$ cat config.mk
export PLATFORM = sky130hd
export DESIGN_NAME = message_id_handler_table_flat
export DESIGN_NICKNAME = d
export VERILOG_FILES = /design/src/hw/rtl/mih_pkg.sv /design/src/hw/rtl/mih_if.sv /design/src/hw/rtl/message_id_handler_table.sv /design/src/hw/rtl/mih_ram.sv /design/src/flat_wrapper.sv
export SDC_FILE = /design/constraint.sdc
export NUM_CORES = 2
export LEC_CHECK = 0
export ABC_AREA = 0
export BUFFER_PORTS_ARGS = -buffer_cell sky130_fd_sc_hd__buf_2
export CAP_MARGIN = 20
export CORE_MARGIN = 5
export CORE_UTILIZATION = 50
export DETAILED_ROUTE_END_ITERATION = 8
export HOLD_SLACK_MARGIN = 0.05
export PLACE_DENSITY = 0.68
export SKIP_CTS_REPAIR_TIMING = 1
export SLEW_MARGIN = 5
export SYNTH_ARGS = -nofsm -noshare
export SYNTH_HDL_FRONTEND = slang
export SYNTH_SLANG_ARGS = --single-unit
export TNS_END_PERCENT = 20
$ cat constraint.sdc
create_clock -name i_clk -period 4.23 [get_ports i_clk]
set_input_delay 0.2115 -clock i_clk [delete_from_list [all_inputs] [get_ports i_clk]]
set_output_delay 0.2115 -clock i_clk [all_outputs]
set_load 0.01 [all_outputs]
$ cat src/hw/rtl/mih_pkg.sv
// Message id handler table: shared types and fixed field widths.
// No dependencies; imported by the channel interfaces, the table module and its testbench.
`default_nettype none

package mih_pkg;

    localparam int KEY_W      = 32;
    localparam int GROUP_W    = 18;
    localparam int CODE_W     = 8;
    localparam int CODE_SHIFT = 24;
    localparam int HANDLER_W  = 16;
    localparam int SLOT_OUT_W = 5;
    localparam int STATUS_W   = 2;

    // home slot is computed HASH_DIGIT key bits per hash step
    localparam int HASH_DIGIT = 4;
    localparam int HASH_STEPS = KEY_W / HASH_DIGIT;
    localparam int HASH_CW    = $clog2(HASH_STEPS);

    typedef enum logic [1:0] {
        OP_INSERT = 2'd0,
        OP_DELETE = 2'd1,
        OP_LOOKUP = 2'd2,
        OP_CLEAR  = 2'd3
    } t_op;

    typedef enum logic [STATUS_W-1:0] {
        ST_OK        = 2'd0,
        ST_UNKNOWN   = 2'd1,
        ST_DUPLICATE = 2'd2,
        ST_FULL      = 2'd3
    } t_status;

    typedef struct packed {
        t_status                 status;
        logic                    found;
        logic [HANDLER_W-1:0]    handler_out;
        logic [SLOT_OUT_W-1:0]   slot;
    } t_result;

endpackage

`default_nettype wire

$ cat src/hw/rtl/mih_if.sv
// Valid/ready channels of the message id handler table: command and response.
// Depends on mih_pkg for the operation and status codes.
`default_nettype none

interface mih_cmd_if
    import mih_pkg::*;
();
    logic                 valid;
    logic                 ready;
    t_op                  operation;
    logic [GROUP_W-1:0]   group_number;
    logic [CODE_W-1:0]    sub_code;
    logic [HANDLER_W-1:0] handler_in;

    modport source (output valid, operation, group_number, sub_code, handler_in,
                    input ready);
    modport sink   (input valid, operation, group_number, sub_code, handler_in,
                    output ready);
endinterface

interface mih_rsp_if
    import mih_pkg::*;
();
    logic                  valid;
    logic                  ready;
    t_status               status;
    logic                  found;
    logic [HANDLER_W-1:0]  handler_out;
    logic [SLOT_OUT_W-1:0] slot;

    modport source (output valid, status, found, handler_out, slot, input ready);
    modport sink   (input valid, status, found, handler_out, slot, output ready);
endinterface

`default_nettype wire

$ cat src/hw/rtl/message_id_handler_table.sv
// Message id handler table: linear-probing hash table, key -> handler id.
// A word runs through the hash steps, the probes, the decide state and the response register;
// clear and insert into a full table go straight to the response. A response stall holds the sequencer.
// A new word is taken only while the sequencer is idle, once the previous word has reached the response register.
// Reset: valid bits, entry count, sequencer and response valid clear; RAMs are not cleared.
// Depends on mih_pkg, mih_if (channels) and mih_ram.
`default_nettype none

module message_id_handler_table
    import mih_pkg::*;
#(
    parameter int TABLE_SLOTS  = 32,
    parameter int HANDLER_BITS = 16
) (
    input  wire logic  i_clk,
    input  wire logic  i_rst_n,
    mih_cmd_if.sink    i_cmd,
    mih_rsp_if.source  o_rsp
);

    localparam int AW  = $clog2(TABLE_SLOTS);
    localparam int CW  = $clog2(TABLE_SLOTS + 1);
    localparam int PAD = CODE_SHIFT - GROUP_W;

    typedef enum logic [4:0] {
        S_IDLE   = 5'b00001,
        S_HASH   = 5'b00010,
        S_PROBE  = 5'b00100,
        S_DECIDE = 5'b01000,
        S_FIN    = 5'b10000
    } t_state;

    t_state                  r_state;
    t_state                  n_state;
    logic [TABLE_SLOTS-1:0]  r_valid;
    logic [CW-1:0]           r_count;
    logic                    r_out_valid;
    t_result                 r_out;
    t_result                 r_res;

    t_op                     r_op;
    logic [KEY_W-1:0]        r_key;
    logic [KEY_W-1:0]        r_key_sh;
    logic [HANDLER_BITS-1:0] r_hin;
    logic [HASH_CW-1:0]      r_hash_cnt;
    logic [AW-1:0]           r_rem;
    logic [AW-1:0]           n_rem;

    logic [AW-1:0]           r_pos;
    logic [CW-1:0]           r_cnt;
    logic [AW-1:0]           r_cmp_pos;
    logic                    r_cmp_live;
    logic                    r_hit;
    logic [AW-1:0]           r_hit_pos;
    logic [HANDLER_BITS-1:0] r_hit_hdl;
    logic                    r_empty;
    logic [AW-1:0]           r_empty_pos;

    logic [KEY_W-1:0]        w_key_in;
    logic [31:0]             w_hin_ext;
    logic [KEY_W-1:0]        w_key_rd;
    logic [HANDLER_BITS-1:0] w_hdl_rd;
    logic                    w_accept;
    logic                    w_full_ins;
    logic                    w_issue;
    logic                    w_hit_now;
    logic                    w_empty_now;
    logic                    w_we;
    logic [AW-1:0]           w_pos_next;
    logic [31:0]             w_hit_pos_ext;
    logic [31:0]             w_empty_pos_ext;
    logic [31:0]             w_hit_hdl_ext;
    logic                    w_out_free;

    assign w_key_in  = {i_cmd.sub_code, {PAD{1'b0}}, i_cmd.group_number};
    assign w_hin_ext = 32'(i_cmd.handler_in);
    assign w_accept  = i_cmd.valid && i_cmd.ready;
    assign i_cmd.ready = (r_state == S_IDLE);
    assign w_full_ins  = (i_cmd.operation == OP_INSERT) && (r_count >= CW'(TABLE_SLOTS));

    assign w_issue     = (r_state == S_PROBE) && (r_cnt != CW'(TABLE_SLOTS));
    assign w_pos_next  = (r_pos == AW'(TABLE_SLOTS - 1)) ? '0 : r_pos + 1'b1;
    assign w_hit_now   = r_cmp_live && r_valid[r_cmp_pos] && (w_key_rd == r_key);
    assign w_empty_now = r_cmp_live && !r_valid[r_cmp_pos];
    assign w_we        = (r_state == S_DECIDE) && (r_op == OP_INSERT) && !r_hit && r_empty;

    assign w_hit_pos_ext   = 32'(r_hit_pos);
    assign w_empty_pos_ext = 32'(r_empty_pos);
    assign w_hit_hdl_ext   = 32'(r_hit_hdl);
    assign w_out_free      = !r_out_valid || o_rsp.ready;

    mih_ram #(.WIDTH(KEY_W), .DEPTH(TABLE_SLOTS)) u_key_ram (
        .i_clk   (i_clk),
        .i_we    (w_we),
        .i_waddr (r_empty_pos),
        .i_wdata (r_key),
        .i_raddr (r_pos),
        .o_rdata (w_key_rd)
    );

    mih_ram #(.WIDTH(HANDLER_BITS), .DEPTH(TABLE_SLOTS)) u_hdl_ram (
        .i_clk   (i_clk),
        .i_we    (w_we),
        .i_waddr (r_empty_pos),
        .i_wdata (r_hin),
        .i_raddr (r_pos),
        .o_rdata (w_hdl_rd)
    );

    // remainder of key by TABLE_SLOTS, HASH_DIGIT bits per step, MSB first
    always_comb begin
        logic [AW:0] t;
        n_rem = r_rem;
        for (int j = 0; j < HASH_DIGIT; j++) begin
            t = {n_rem, r_key_sh[KEY_W-1-j]};
            if (t >= (AW+1)'(TABLE_SLOTS)) begin
                t = t - (AW+1)'(TABLE_SLOTS);
            end
            n_rem = t[AW-1:0];
        end
    end

    always_comb begin
        n_state = r_state;
        unique case (r_state)
            S_IDLE: begin
                if (w_accept) begin
                    if (i_cmd.operation == OP_CLEAR) begin
                        n_state = S_FIN;
                    end else if (w_full_ins) begin
                        n_state = S_FIN;
                    end else begin
                        n_state = S_HASH;
                    end
                end
            end
            S_HASH: begin
                if (r_hash_cnt == HASH_CW'(HASH_STEPS - 1)) begin
                    n_state = S_PROBE;
                end
            end
            S_PROBE: begin
                if (!w_issue) begin
                    n_state = S_DECIDE;
                end
            end
            S_DECIDE: n_state = S_FIN;
            S_FIN: begin
                if (w_out_free) begin
                    n_state = S_IDLE;
                end
            end
            default: n_state = S_IDLE;
        endcase
    end

    always_ff @(posedge i_clk) begin
        if (!i_rst_n) begin
            r_state     <= S_IDLE;
            r_valid     <= '0;
            r_count     <= '0;
            r_out_valid <= 1'b0;
            r_cmp_live  <= 1'b0;
        end else begin
            r_state <= n_state;
            if (r_state == S_FIN && w_out_free) begin
                r_out_valid <= 1'b1;
            end else if (o_rsp.ready) begin
                r_out_valid <= 1'b0;
            end
            r_cmp_live <= w_issue;
            if (w_accept && i_cmd.operation == OP_CLEAR) begin
                r_valid <= '0;
                r_count <= '0;
            end
            if (r_state == S_DECIDE) begin
                if (w_we) begin
                    r_valid[r_empty_pos] <= 1'b1;
                    r_count              <= r_count + 1'b1;
                end else if (r_op == OP_DELETE && r_hit) begin
                    r_valid[r_hit_pos] <= 1'b0;
                    if (r_count != '0) begin
                        r_count <= r_count - 1'b1;
                    end
                end
            end
        end
    end

    always_ff @(posedge i_clk) begin
        if (w_accept) begin
            r_op       <= i_cmd.operation;
            r_key      <= w_key_in;
            r_key_sh   <= w_key_in;
            r_hin      <= w_hin_ext[HANDLER_BITS-1:0];
            r_hash_cnt <= '0;
            r_rem      <= '0;
            r_hit      <= 1'b0;
            r_empty    <= 1'b0;
            r_res      <= '{status: (w_full_ins ? ST_FULL : ST_OK), found: 1'b0,
                            handler_out: '0, slot: '0};
        end
        if (r_state == S_HASH) begin
            r_rem      <= n_rem;
            r_key_sh   <= r_key_sh << HASH_DIGIT;
            r_hash_cnt <= r_hash_cnt + 1'b1;
            r_pos      <= n_rem;
            r_cnt      <= '0;
        end
        if (w_issue) begin
            r_cmp_pos <= r_pos;
            r_pos     <= w_pos_next;
            r_cnt     <= r_cnt + 1'b1;
        end
        if (w_hit_now && !r_hit) begin
            r_hit     <= 1'b1;
            r_hit_pos <= r_cmp_pos;
            r_hit_hdl <= w_hdl_rd;
        end
        if (w_empty_now && !r_empty) begin
            r_empty     <= 1'b1;
            r_empty_pos <= r_cmp_pos;
        end
        if (r_state == S_DECIDE) begin
            unique case (r_op)
                OP_INSERT: begin
                    if (r_hit) begin
                        r_res.status <= ST_DUPLICATE;
                    end else if (!r_empty) begin
                        r_res.status <= ST_FULL;
                    end else begin
                        r_res.slot <= w_empty_pos_ext[SLOT_OUT_W-1:0];
                    end
                end
                OP_DELETE: begin
                    if (r_hit) begin
                        r_res.slot <= w_hit_pos_ext[SLOT_OUT_W-1:0];
                    end else begin
                        r_res.status <= ST_UNKNOWN;
                    end
                end
                OP_LOOKUP: begin
                    if (r_hit) begin
                        r_res.found       <= 1'b1;
                        r_res.handler_out <= w_hit_hdl_ext[HANDLER_W-1:0];
                        r_res.slot        <= w_hit_pos_ext[SLOT_OUT_W-1:0];
                    end else begin
                        r_res.status <= ST_UNKNOWN;
                    end
                end
                default: r_res.status <= ST_OK;
            endcase
        end
        if (r_state == S_FIN && w_out_free) begin
            r_out <= r_res;
        end
    end

    assign o_rsp.valid       = r_out_valid;
    assign o_rsp.status      = r_out.status;
    assign o_rsp.found       = r_out.found;
    assign o_rsp.handler_out = r_out.handler_out;
    assign o_rsp.slot        = r_out.slot;

`ifndef SYNTH
    a_count_bound: assert property (@(posedge i_clk) disable iff (!i_rst_n)
        r_count <= CW'(TABLE_SLOTS))
        else $error("entry count above table size");

    a_count_matches_valid: assert property (@(posedge i_clk) disable iff (!i_rst_n)
        r_count == CW'($countones(r_valid)))
        else $error("entry count differs from number of valid slots");

    a_busy_after_accept: assert property (@(posedge i_clk) disable iff (!i_rst_n)
        i_cmd.valid && i_cmd.ready |=> !i_cmd.ready)
        else $error("command taken while a word is in progress");
`endif

endmodule

`default_nettype wire

$ cat src/hw/rtl/mih_ram.sv
// Generic single-write, single-read RAM with registered read data.
// No dependencies; used for the key and handler stores of the table.
`default_nettype none

module mih_ram #(
    parameter int WIDTH = 32,
    parameter int DEPTH = 32
) (
    input  wire logic                     i_clk,
    input  wire logic                     i_we,
    input  wire logic [$clog2(DEPTH)-1:0] i_waddr,
    input  wire logic [WIDTH-1:0]         i_wdata,
    input  wire logic [$clog2(DEPTH)-1:0] i_raddr,
    output logic      [WIDTH-1:0]         o_rdata
);

    logic [WIDTH-1:0] r_mem [DEPTH];

    always_ff @(posedge i_clk) begin
        if (i_we) begin
            r_mem[i_waddr] <= i_wdata;
        end
        o_rdata <= r_mem[i_raddr];
    end

endmodule

`default_nettype wire

$ cat src/flat_wrapper.sv
// flat-port wrapper written by rule: the top's interface ports become plain ports
module message_id_handler_table_flat import mih_pkg::*;
#(
    parameter int TABLE_SLOTS  = 32,
    parameter int HANDLER_BITS = 16
)
  (i_clk, i_rst_n, i_cmd_valid, i_cmd_operation, i_cmd_group_number, i_cmd_sub_code, i_cmd_handler_in, i_cmd_ready, o_rsp_valid, o_rsp_status, o_rsp_found, o_rsp_handler_out, o_rsp_slot, o_rsp_ready);
  mih_cmd_if i_cmd_i ();
  mih_rsp_if o_rsp_i ();
  input  wire logic i_clk;
  input  wire logic i_rst_n;
  input wire logic [$bits(i_cmd_i.valid)-1:0] i_cmd_valid;
  input wire logic [$bits(i_cmd_i.operation)-1:0] i_cmd_operation;
  input wire logic [$bits(i_cmd_i.group_number)-1:0] i_cmd_group_number;
  input wire logic [$bits(i_cmd_i.sub_code)-1:0] i_cmd_sub_code;
  input wire logic [$bits(i_cmd_i.handler_in)-1:0] i_cmd_handler_in;
  output wire logic [$bits(i_cmd_i.ready)-1:0] i_cmd_ready;
  output wire logic [$bits(o_rsp_i.valid)-1:0] o_rsp_valid;
  output wire logic [$bits(o_rsp_i.status)-1:0] o_rsp_status;
  output wire logic [$bits(o_rsp_i.found)-1:0] o_rsp_found;
  output wire logic [$bits(o_rsp_i.handler_out)-1:0] o_rsp_handler_out;
  output wire logic [$bits(o_rsp_i.slot)-1:0] o_rsp_slot;
  input wire logic [$bits(o_rsp_i.ready)-1:0] o_rsp_ready;
  assign i_cmd_i.valid = i_cmd_valid;
  assign i_cmd_i.operation = i_cmd_operation;
  assign i_cmd_i.group_number = i_cmd_group_number;
  assign i_cmd_i.sub_code = i_cmd_sub_code;
  assign i_cmd_i.handler_in = i_cmd_handler_in;
  assign i_cmd_ready = i_cmd_i.ready;
  assign o_rsp_valid = o_rsp_i.valid;
  assign o_rsp_status = o_rsp_i.status;
  assign o_rsp_found = o_rsp_i.found;
  assign o_rsp_handler_out = o_rsp_i.handler_out;
  assign o_rsp_slot = o_rsp_i.slot;
  assign o_rsp_i.ready = o_rsp_ready;
  message_id_handler_table #(.TABLE_SLOTS(TABLE_SLOTS), .HANDLER_BITS(HANDLER_BITS)) u_core (.i_clk(i_clk), .i_rst_n(i_rst_n), .i_cmd(i_cmd_i), .o_rsp(o_rsp_i));
endmodule
==> results by group <==
Synthesis
  • Post-synthesis cell count: 2703
  • YS warnings: 0
  • Synthesized area: 60600 um^2
  • Avg Cell Area, Syn: 22.4 um^2
  • Top FF cell, synth: edfxtp_1
  • Post-synth EDFFs: 1486
  • Yosys reg bits: 1603
  • Post-synth ARST share: 0%
  • Syn_nets: 2764
  • Sequential area share after synthesis: 77.5%
  • Synth unique cells: 52

Timing
  • Hold_ws: 0.174 ns
  • Setup skew after layout: 0.0313 ns
  • Hold Fails Final Rpt: 0
  • Slew headroom: 25.4%
  • Worst slew pin tran: 1.12 ns
  • Crit share post-route: 88.1%
  • FMAX: 268 MHz
  • Final Setup Violations: 0
  • Total negative slack: 0 ns
  • Crit path time final: 3.73 ns
  • RSZ-0062 raised after global routing: no
  • Max-slew violations: 0

Power and ir drop
  • Tot Pwr: 34.5 mW
  • Peak supply drop: 0.000259 V
  • PwrDens: 492 nW/um^2
  • Leak: 22.2 nW

Layout
  • Most frequent cells in the layout: edfxtp_1, mux4_2, clkbuf_16
  • P&R area growth vs syn: 15.5%
  • Layout cell share with drive strength beyond 1: 30.9%
  • Layout Nets: 3050
  • Post-route cell area: 70000 um^2
  • Commonest non-fill, non-tap cell in the layout: edfxtp_1
  • Ant diodes: 0

Routing
  • Detail-routed via count per cell: 6.06
  • Routed vias: 28700
  • Drt first pass iters: 5
  • Post-Route WL: 137000 um
  • DRC: 0
  • Drt wl/cell: 29.0 um
  • Antenna-violating nets left: 0
  • DRT iter0 DRCs: 3244

CTS
  • CTS tree: built
  • Level count of the clock H-tree: 4
  • Root buffer cell: clkbuf_16
  • Clk sinks: 1603
  • CTS Buf Count: 156
  • Clock latency on the worst-skew pair: 0.76 ns
  • Clk slew on worst S/H paths: 0.06 ns
  • Clk buf depth: 3

Global route
  • GRT Util Overall: 21.7%
  • Largest net degree at the start of global routing: 68
  • Global routing usage on met2: 32.6%
  • Global-route wire length before repair: 201000 um
  • Vias in the first global route: 29000
  • Initial antenna violation count: 4
  • Grt met1 use: 32.0%
  • GRT overflow: 0
  • GRT Max-Usage Layer: met2
  • Met3 Use GR: 6.23%

Floorplan
  • Die area: 128000 um^2
  • Initial Utilization: 50.5%
  • Core ar.: 120000 um^2
  • Chip width: 358 um
  • Vert. Die Dim: 358 um
  • # rows: 127
  • Ports: 74

Critical path
  • Critical Path Sink Type: register
  • Critical Path AT: 4.15 ns
  • Worst r2r dst: u_core.u_hdl_ram.r_mem[24][11]$_DFFE_PP_
  • Startpoint Class: register
  • R2R Setup Slk: 0.50 ns
  • Crit path kind: reg2reg
  • Required @ worst endpoint: 4.65 ns
  • Crit Path Max Fanout: 18
  • R2r startpoint: u_core.r_op[0]$_DFFE_PP_
  • Reg2reg path depth: 9

Placed design
  • Placed cell areas: 64000 um^2
  • PortBufs: 73
  • RePlAce Congestion: 0.841
  • Detail Placement HPWL: 85100 um

Hold path
  • Worst min-delay path category: in2reg
  • Worst Hold Depth: 2
  • Hold Path Sink: u_core.r_hin[7]$_DFFE_PP_
  • Beginning of the worst hold path: i_cmd_handler_in[7]

Outcome
  • Outcome: finished clean

Job
  • Max-cap violation count: 0
kinds of logic after synthesis:
group / synth area share [%]
flip-flops: 77.5
AND/OR/NAND/NOR: 2.03
buffers and inverters: 1.07
adder cells (fa/ha/maj): 0.268
AO/OA/AOI/OAI: 1.98
XOR/XNOR: 0.506
multiplexers: 16.7
worst max-delay path, cell delays in order, from the launching register on:
cell and delay, ns:
edfxtp_1 0.42, inv_1 0.11, ha_1 0.19, nor2b_1 0.20, and2_1 0.47, nand2_1 0.44
nor2_1 0.26, nand2_1 0.37, nor2_4 0.53, buf_4 0.37
worst max path at each step:
stage / start / to / slack, ns
5_1_grt: u_core.r_op[0]$_DFFE_PP_ / u_core.u_hdl_ram.r_mem[24][11]$_DFFE_PP_ / 0.33
4_1_cts: u_core.r_op[0]$_DFFE_PP_ / u_core.u_hdl_ram.r_mem[24][7]$_DFFE_PP_ / 0.55
6_report: u_core.r_op[0]$_DFFE_PP_ / u_core.u_hdl_ram.r_mem[24][11]$_DFFE_PP_ / 0.50
3_3_place_gp: u_core.r_op[0]$_DFFE_PP_ / u_core.u_hdl_ram.r_mem[26][8]$_DFFE_PP_ / 0.66
3_5_place_dp: u_core.r_op[0]$_DFFE_PP_ / u_core.u_hdl_ram.r_mem[24][2]$_DFFE_PP_ / 0.56
2_1_floorplan: u_core.r_op[0]$_DFFE_PP_ / u_core.u_hdl_ram.r_mem[2][0]$_DFFE_PP_ / 0.31
stage by stage:
stage | util, % | std cells | setup slack, ns
floorplan | - | 2703 | 0.312
global placement | 53.2 | 4385 | 0.663
detailed placement | 53.3 | 4386 | 0.561
CTS | 57.7 | 4673 | 0.552
global route | 58.3 | 4730 | 0.335
finish | 58.3 | 4730 | 0.503
where the power goes:
group          internal (mW)  total (mW)  switching, mW
clock network           8.43        14.2           5.73
registers               17.9        18.1          0.178
logic                  0.833        2.21           1.38
per-layer routing:
layer	wire length [um]	up-vias
met5	0	-
li1	-	12000
met3	14400	165
met4	2530	0
met1	56200	15200
met2	64200	1309
registers in the layout, indices dropped and copies added (netlist names), 3 cells and up:
register                  flops
u_core.u_key_ram.r_mem      832
u_core.u_hdl_ram.r_mem      512
u_core.r_key_sh              32
u_core.r_valid               32
u_core.r_key                 26
u_core.u_key_ram.o_rdata     26
u_core.r_res                 24
u_core.o_rsp.handler_out     16
u_core.r_hin                 16
u_core.r_hit_hdl             16
u_core.u_hdl_ram.o_rdata     16
u_core.r_cnt                  6
u_core.r_count                6
u_core.o_rsp.slot             5
u_core.r_cmp_pos              5
u_core.r_empty_pos            5
u_core.r_hit_pos              5
u_core.r_pos                  5
u_core.r_state                5
u_core.r_hash_cnt             3
cell type report:
type / instances / area, um^2
tap: 1612 / 2020
sequential: 1603 / 47000
clock buffer: 209 / 4450
fill: 8446 / 50100
clock inverter: 78 / 848
multi-input combinational: 951 / 13300
timing repair buffer: 265 / 2410
inverter: 12 / 47.5
Yosys cell counts (23+ instances only):
cell type / count / area [um^2]
dfxtp_1: 117 / 2340
nand2_1: 47 / 176
a22o_1: 46 / 403
buf_2: 40 / 200
o21ai_0: 36 / 180
xor2_1: 23 / 201
mux4_2: 420 / 9460
clkbuf_1: 78 / 293
nor2_1: 86 / 323
a22oi_1: 36 / 270
edfxtp_1: 1486 / 44600
mux2_2: 42 / 473
Note: power is estimated with default switching activity, not from simulation.
